<file path="src/hdl/irbb_pkg.sv">
// ----------------------------------------------------------------------------
// irbb_pkg
// Shared constants and tables for the IR ring ball bearing estimator.
// ----------------------------------------------------------------------------
package irbb_pkg;

  localparam int COUNT_BITS_DEF = 8;
  localparam int CORDIC_STEPS   = 16;

  // Angles are held in units of 2^-16 degree.
  localparam int ZW = 26;
  localparam int DEG_FRAC = 16;

  localparam logic signed [ZW-1:0] DEG_22 = 26'sd1474560;
  localparam logic signed [ZW-1:0] DEG_67 = 26'sd4423680;
  localparam logic signed [ZW-1:0] DEG_90 = 26'sd5898240;
  localparam logic signed [ZW-1:0] DEG_112 = 26'sd7372800;
  localparam logic signed [ZW-1:0] DEG_157 = 26'sd10321920;
  localparam logic signed [ZW-1:0] DEG_180 = 26'sd11796480;

  localparam int ANGLE_OFFSET = 180;

  // Register indexes on the configuration port.
  localparam logic REG_WINDOW_LENGTH = 1'b0;
  localparam logic REG_FOUND_LIMIT   = 1'b1;

  localparam logic [7:0] WINDOW_LENGTH_RST = 8'd100;
  localparam logic [7:0] FOUND_LIMIT_RST   = 8'd95;

  // atan(2^-i) in degrees, scaled by 2^16 and rounded to nearest.
  function automatic logic signed [ZW-1:0] atan_lut(input logic [3:0] i);
    logic signed [ZW-1:0] a;
    case (i)
      4'd0:    a = 26'sd2949120;
      4'd1:    a = 26'sd1740967;
      4'd2:    a = 26'sd919879;
      4'd3:    a = 26'sd466945;
      4'd4:    a = 26'sd234379;
      4'd5:    a = 26'sd117304;
      4'd6:    a = 26'sd58666;
      4'd7:    a = 26'sd29335;
      4'd8:    a = 26'sd14668;
      4'd9:    a = 26'sd7334;
      4'd10:   a = 26'sd3667;
      4'd11:   a = 26'sd1833;
      4'd12:   a = 26'sd917;
      4'd13:   a = 26'sd458;
      4'd14:   a = 26'sd229;
      4'd15:   a = 26'sd115;
      default: a = '0;
    endcase
    return a;
  endfunction

endpackage

</file>
<file path="src/hdl/ir_ring_ball_bearing_core.sv">
// ----------------------------------------------------------------------------
// ir_ring_ball_bearing_core
// Counts IR detector hits over a window and estimates the ball bearing by
// CORDIC, together with a nearness figure.
// ----------------------------------------------------------------------------
// An accumulating sample leaves busy low. The sample after
// a full window starts an estimate: busy is high through the minimum search
// over the counters, forming the vector, sixteen CORDIC iterations on the
// one shared add-and-shift unit, the sector clamp and registering the
// result, and the result is shown with done for one cycle after that. The
// receiver cannot stall the result, and a new sample may be started in the
// cycle that done is high.
module ir_ring_ball_bearing_core
  import irbb_pkg::*;
#(
  parameter int COUNT_BITS = COUNT_BITS_DEF
) (
  input  logic        clk,
  input  logic        rst,
  input  logic        start,
  output logic        busy,
  input  logic [7:0]  ir_bits,
  output logic        done,
  output logic        ball_found,
  output logic [8:0]  bearing_code,
  output logic [7:0]  nearness,
  input  logic        psel,
  input  logic        penable,
  input  logic        pwrite,
  input  logic [2:0]  paddr,
  input  logic [31:0] pwdata,
  output logic [31:0] prdata,
  output logic        pready
);

  localparam int VW = COUNT_BITS + 24;  // CORDIC datapath
  localparam int NW = COUNT_BITS + 9;   // nearness dividend
  localparam int CW = COUNT_BITS + 8;   // found compare

  typedef enum logic [5:0] {
    S_IDLE  = 6'b000001,
    S_MIN   = 6'b000010,
    S_VEC   = 6'b000100,
    S_ROT   = 6'b001000,
    S_CLAMP = 6'b010000,
    S_DONE  = 6'b100000
  } state_t;

  state_t state;

  logic [7:0]            window_length;
  logic [7:0]            found_limit;
  logic [COUNT_BITS-1:0] hit_counters [8];
  logic [7:0]            sample_count;

  logic [COUNT_BITS-1:0] mn;
  logic [2:0]            first;
  logic [2:0]            idx;
  logic [3:0]            iter;
  logic                  found;
  logic                  zero_vec;
  logic signed [VW-1:0]  x;
  logic signed [VW-1:0]  y;
  logic signed [ZW-1:0]  z;
  logic signed [ZW-1:0]  deg;
  logic [NW-1:0]         rem;
  logic [7:0]            quot;
  logic                  near_sat;

  // Configuration port.
  assign pready = 1'b1;
  assign prdata = {24'd0, (paddr[2] == REG_FOUND_LIMIT) ? found_limit : window_length};

  always_ff @(posedge clk) begin
    if (rst) begin
      window_length <= WINDOW_LENGTH_RST;
      found_limit   <= FOUND_LIMIT_RST;
    end else if (psel && penable && pwrite) begin
      case (paddr[2])
        REG_WINDOW_LENGTH: window_length <= pwdata[7:0];
        REG_FOUND_LIMIT:   found_limit   <= pwdata[7:0];
        default:           ;
      endcase
    end
  end

  assign busy = (state != S_IDLE);

  logic accept;
  logic counting;
  assign accept   = start && !busy;
  assign counting = (sample_count < window_length);

  // Vector of weights: the window length cancels in every difference.
  logic signed [VW-1:0] cnt_s [8];
  logic signed [VW-1:0] diff_a, diff_b, diff_c, diff_d;
  logic signed [VW-1:0] vx, vy, vx_s, vy_s;
  logic [NW-1:0]        dividend;
  logic [NW-1:0]        wl_ext;

  always_comb begin
    for (int k = 0; k < 8; k++) begin
      cnt_s[k] = $signed({{(VW-COUNT_BITS){1'b0}}, hit_counters[k]});
    end
    diff_a = cnt_s[4] - cnt_s[0];
    diff_b = cnt_s[3] + cnt_s[5] - cnt_s[1] - cnt_s[7];
    diff_c = cnt_s[6] - cnt_s[2];
    diff_d = cnt_s[5] + cnt_s[7] - cnt_s[1] - cnt_s[3];
    vx = (diff_a <<< 6) + (diff_a <<< 5) + (diff_a <<< 2)
       + (diff_b <<< 6) + (diff_b <<< 2) + (diff_b <<< 1) + diff_b;
    vy = (diff_c <<< 6) + (diff_c <<< 5) + (diff_c <<< 2)
       + (diff_d <<< 6) + (diff_d <<< 2) + (diff_d <<< 1) + diff_d;
    vx_s = vx <<< 12;
    vy_s = vy <<< 12;
    wl_ext   = NW'(window_length);
    dividend = ({{(NW-COUNT_BITS){1'b0}}, mn} << 8) - {{(NW-COUNT_BITS){1'b0}}, mn};
  end

  // Shared CORDIC step: arithmetic shifts give floor division by 2^i.
  logic signed [VW-1:0] dx, dy;
  logic signed [ZW-1:0] da;
  logic [NW-1:0]        div_sub;
  always_comb begin
    dx      = y >>> iter;
    dy      = x >>> iter;
    da      = atan_lut(iter);
    div_sub = wl_ext << (~iter[2:0]);
  end

  // Clamp to the half turn, then into the sector of the first minimum.
  logic signed [ZW-1:0] zc, ds;
  always_comb begin
    zc = z;
    if (zc > DEG_180) zc = DEG_180;
    if (zc < -DEG_180) zc = -DEG_180;
    if (zero_vec) zc = '0;
    ds = zc;
    case (first)
      3'd0: begin
        if (ds > DEG_22) ds = DEG_22;
        if (ds < -DEG_22) ds = -DEG_22;
      end
      3'd1: begin
        if (ds > DEG_67) ds = DEG_67;
        if (ds < DEG_22) ds = DEG_22;
      end
      3'd2: begin
        if (ds > DEG_112) ds = DEG_112;
        if (ds < DEG_67) ds = DEG_67;
      end
      3'd3: begin
        if (ds > DEG_157) ds = DEG_157;
        if (ds < DEG_112) ds = DEG_112;
      end
      3'd4: begin
        // The rear sector straddles the half turn, so the sign picks its side.
        if (ds > 0) begin
          if (ds < DEG_157) ds = DEG_157;
        end else if (ds > -DEG_157) begin
          ds = -DEG_157;
        end
      end
      3'd5: begin
        if (ds > -DEG_112) ds = -DEG_112;
        if (ds < -DEG_157) ds = -DEG_157;
      end
      3'd6: begin
        if (ds > -DEG_67) ds = -DEG_67;
        if (ds < -DEG_112) ds = -DEG_112;
      end
      default: begin
        if (ds > -DEG_22) ds = -DEG_22;
        if (ds < -DEG_67) ds = -DEG_67;
      end
    endcase
  end

  // Truncation toward zero of whole degrees.
  logic [ZW-1:0]     deg_mag;
  logic [7:0]        deg_whole;
  logic signed [9:0] deg_trunc;
  logic [9:0]        code_sum;
  always_comb begin
    deg_mag   = deg[ZW-1] ? ZW'(-deg) : ZW'(deg);
    deg_whole = deg_mag[DEG_FRAC +: 8];
    deg_trunc = deg[ZW-1] ? -$signed({2'b00, deg_whole}) : $signed({2'b00, deg_whole});
    code_sum  = 10'(deg_trunc + 10'sd180);
  end

  always_ff @(posedge clk) begin
    if (rst) begin
      state        <= S_IDLE;
      sample_count <= '0;
      for (int k = 0; k < 8; k++) hit_counters[k] <= '0;
      done         <= 1'b0;
    end else begin
      done <= (state == S_DONE);
      case (state)
        S_IDLE: begin
          if (accept) begin
            if (counting) begin
              for (int k = 0; k < 8; k++) begin
                if (ir_bits[k] && !(&hit_counters[k])) begin
                  hit_counters[k] <= hit_counters[k] + COUNT_BITS'(1);
                end
              end
              sample_count <= sample_count + 8'd1;
            end else begin
              mn    <= hit_counters[0];
              first <= 3'd0;
              idx   <= 3'd1;
              state <= S_MIN;
            end
          end
        end
        S_MIN: begin
          if (hit_counters[idx] < mn) begin
            mn    <= hit_counters[idx];
            first <= idx;
          end
          idx <= idx + 3'd1;
          if (idx == 3'd7) state <= S_VEC;
        end
        S_VEC: begin
          found    <= ({{(CW-COUNT_BITS){1'b0}}, mn} <= CW'(found_limit));
          zero_vec <= (vx == 0) && (vy == 0);
          if (vx < 0) begin
            if (vy >= 0) begin
              x <= vy_s;
              y <= -vx_s;
              z <= DEG_90;
            end else begin
              x <= -vy_s;
              y <= vx_s;
              z <= -DEG_90;
            end
          end else begin
            x <= vx_s;
            y <= vy_s;
            z <= '0;
          end
          rem      <= dividend;
          near_sat <= (dividend >= (wl_ext << 8));
          quot     <= '0;
          iter     <= '0;
          state    <= S_ROT;
        end
        S_ROT: begin
          if (y > 0) begin
            x <= x + dx;
            y <= y - dy;
            z <= z + da;
          end else begin
            x <= x - dx;
            y <= y + dy;
            z <= z - da;
          end
          // Restoring division for the nearness runs alongside the first eight steps.
          if (!iter[3] && (rem >= div_sub)) begin
            rem              <= rem - div_sub;
            quot[~iter[2:0]] <= 1'b1;
          end
          iter <= iter + 4'd1;
          if (iter == 4'(CORDIC_STEPS - 1)) state <= S_CLAMP;
        end
        S_CLAMP: begin
          deg   <= ds;
          state <= S_DONE;
        end
        S_DONE: begin
          ball_found   <= found;
          bearing_code <= found ? code_sum[8:0] : 9'd0;
          if (window_length == 8'd0) begin
            nearness <= 8'd0;
          end else if (near_sat) begin
            nearness <= 8'hFF;
          end else begin
            nearness <= quot;
          end
          sample_count <= '0;
          for (int k = 0; k < 8; k++) hit_counters[k] <= '0;
          state        <= S_IDLE;
        end
        default: state <= S_IDLE;
      endcase
    end
  end

endmodule

</file>
<file path="config.mk">
export PLATFORM = sky130hd
export DESIGN_NAME = ir_ring_ball_bearing_core
export DESIGN_NICKNAME = d
export VERILOG_FILES = /design/src/hdl/irbb_pkg.sv /design/src/hdl/ir_ring_ball_bearing_core.sv
export SDC_FILE = /design/constraint.sdc
export NUM_CORES = 2
export LEC_CHECK = 0
export ABC_AREA = 1
export BUFFER_PORTS_ARGS = -buffer_cell sky130_fd_sc_hd__buf_4
export CAP_MARGIN = 20
export CORE_AREA = 2 2 277 279
export CTS_CLUSTER_SIZE = 25
export DETAILED_ROUTE_END_ITERATION = 10
export DIE_AREA = 0 0 279 281
export PLACE_DENSITY = 0.66
export SYNTH_ARGS = -nofsm -noshare
export SYNTH_HDL_FRONTEND = slang
export SYNTH_SLANG_ARGS = --single-unit
</file>
<file path="constraint.sdc">
create_clock -name clk -period 15.8 [get_ports clk]
set_clock_uncertainty 0.15 [all_clocks]
set_input_delay 3.16 -clock clk [delete_from_list [all_inputs] [get_ports clk]]
set_output_delay 3.16 -clock clk [all_outputs]
set_load 0.01 [all_outputs]
</file>
==> metrics.json <==
{
  "status": "complete, no violations",
  "cpPeakStageDelay_ps": 580,
  "cts_hold_buffers": 0,
  "max_slew_margin_pct": 22.2,
  "setup_viol_count_final": 0,
  "required_ps": 15940,
  "cts_tree": "yes",
  "unrepaired_setup_endpoints_after_global_routing": "false",
  "floorplan.die.width_um": 279,
  "top_flip_flop_cell_by_instance_count_after_synthesis": "edfxtp_1",
  "cp-end-kind": "flop",
  "routed_wl_um": 111000,
  "drt_pass_1_iters": 7,
  "dp_slack_ps": 6540,
  "fp.dieArea_um2": 78400,
  "final_nets": 6011,
  "core.rowCount": 101,
  "critical-path-slowest-cell": "fa_1",
  "numPortBuffers": 50,
  "tritoncts_num_sinks": 299,
  "post_route_cells_drive_above_1_share_pct": 5.52,
  "timing.critical_path.arrival_ps": 9630,
  "worst-slew-pin-transition_ps": 1160,
  "yosys.area.top_type": "edfxtp_1",
  "yosys.cell_types.count": 73,
  "die-height_um": 281,
  "report.final.slew_viol_count": 0,
  "final-hold-violation-count": 0,
  "layout_common_cells": "1,323 x nand2_1, 759 x inv_1, 534 x nor2_1, 379 x nand3_1, 378 x a21oi_1",
  "coreArea_um2": 75400,
  "timing.rr.start": "hit_counters[7][1]",
  "synth_area_leaders": "edfxtp_1 17%, nand2_1 13%, ha_1 10%",
  "path_clk_slew_ps": 60,
  "ctsHtreeMaxLevel": 2,
  "cp_common_cell": "inv_1",
  "drt_iter0_drc": 3191,
  "floorplan.io_pins": 102,
  "grt_start_max_net_pins": 78,
  "postSynthCellCount": 5619,
  "critical_path.startpoint_type": "flop",
  "grt_first_pass_wirelength_um": 178000,
  "number_of_inserted_diodes": 0,
  "timing.hold.worst.class": "flop to flop",
  "cts-root-buf": "clkbuf_16",
  "synth-seq-cells": 299,
  "clkLatencyLatePin_ps": 570,
  "timing.final.crit_share_pct": 60.0,
  "synthesis.area_um2": 37500,
  "route.detailed.wl_per_inst_um": 16.9,
  "postCtsResizedCells": 0,
  "initial_utilization_pct": 49.7,
  "cts_buffers": 40,
  "fin_crit_ps": 9490,
  "worst-setup-path-type": "flop to flop",
  "buffer_levels_on_the_longest_clock_path": 3,
  "via_count": 36600,
  "synth_largest_type_area_fraction_pct": 16.9,
  "drtAntennaViolNets": 0,
  "post_cts_buffers": 0,
  "yosysWarningCount": 0,
  "setup_tns_ps": 0,
  "startpoint": "hit_counters[7][1]",
  "grt-ovfl-total": 0,
  "synthesis.area_per_instance_um2": 6.68,
  "area_growth_pct": 6.03,
  "total_grt_usage_pct": 27.9,
  "drc_errors": 0,
  "sequential_to_total_area_share_from_yosys_stat_pct": 21.6,
  "max-cap-violations": 0,
  "first_global_vias": 33600,
  "number_of_antenna_violations_at_the_first_check_in_global_routing": 0,
  "gp_congestion": 0.964,
  "maximum_clock_frequency_mhz": 105,
  "viasPerCell": 5.57,
  "mostFrequentLayoutCell": "nand2_1",
  "asyncSetResetFlopFracSynth_pct": 0,
  "place.detailed.hpwl_um": 86900,
  "setup_slack_ps": 6310,
  "hp-start": "hit_counters[7][3]",
  "timing.critical_path.fanout_max": 34,
  "synth_enable_flop_cells": 211
}
cell type report:
| cell class | instances | area (um2) |
|---|---|---|
| clock buffers | 51 | 1160 |
| clock inverters | 23 | 278 |
| fillers | 7590 | 35700 |
| inverters | 795 | 2990 |
| multi-input cells | 4333 | 25400 |
| flip-flops and latches | 299 | 8100 |
| well taps | 978 | 1220 |
| repair buffers | 83 | 623 |
metrics by stage:
step | hold WS, ps | instances | utilization, % | instance area (um2)
2_1_floorplan | 300 | 5645 | - | 37600
3_3_place_gp | 337 | 6488 | 50.8 | 38300
3_5_place_dp | 341 | 6488 | 50.8 | 38300
4_1_cts | 351 | 6562 | 52.7 | 39800
5_1_grt | 373 | 6562 | 52.7 | 39800
6_report | 353 | 6562 | 52.7 | 39800
path summary, 6_finish.rpt:
check                        to  slack (ps)  cells past startpoint
min reg2reg  hit_counters[7][4]         350                      2
max                       x[14]        6310                     39
min          hit_counters[7][4]         350                      2
max reg2reg               x[14]        6310                     39
metal layers:
| layer | part of all wire, % | track usage [%] |
|---|---|---|
| met3 | 5.1 | 2.42 |
| met2 | 47 | 46.6 |
| met1 | 45 | 38.1 |
| met4 | 3.1 | 8.74 |
| met5 | 0 | 0 |
logic make-up (layout without fill, tap and decap cells):
group | after synthesis | after routing | synth area share, %
simple gates | 2624 | 2624 | 30.6
compound gates | 1047 | 1047 | 15.7
buf+inv | 1013 | 952 | 11.1
fa+ha+maj | 410 | 410 | 15.8
flops | 299 | 299 | 21.6
xor+xnor | 213 | 213 | 4.97
mux | 11 | 11 | 0.293
other cells | 2 | 28 | 0.0200
worst max-delay path, delay by kind of cell (launching register included):
kind,cells,cell delay [ps]
adder cells (fa/ha/maj),8,3820
AO/OA/AOI/OAI,7,1520
AND/OR/NAND/NOR,13,1410
buffers and inverters,9,1400
XOR/XNOR,2,470
flip-flops,1,440
sequential cells by signal (all words and copies together) (netlist names), 4 cells and up, named ones only:
name and count:
found_limit 8, mn 8, z 26, nearness 8, x 32, sample_count 8
da 22, window_length 8, rem 17, deg 25, quot 8, bearing_code 9
state 6, y 32, iter 4, hit_counters 64
Yosys cell counts, drive strengths merged (18+ instances only):
cell / count
a21o: 20
a21oi: 384
a31oi: 44
buf: 119
clkbuf: 99
dfxtp: 88
edfxtp: 211
fa: 104
ha: 306
inv: 787
nand2: 1341
nand3: 385
nand4: 157
nor2: 550
nor3: 100
nor4: 24
o211ai: 26
o21a: 24
o21ai: 460
o21bai: 18
or2: 29
xnor2: 69
xor2: 144
Power is not shown: default switching activity piles up to over one toggle a cycle in this logic, so the estimate is an artifact.
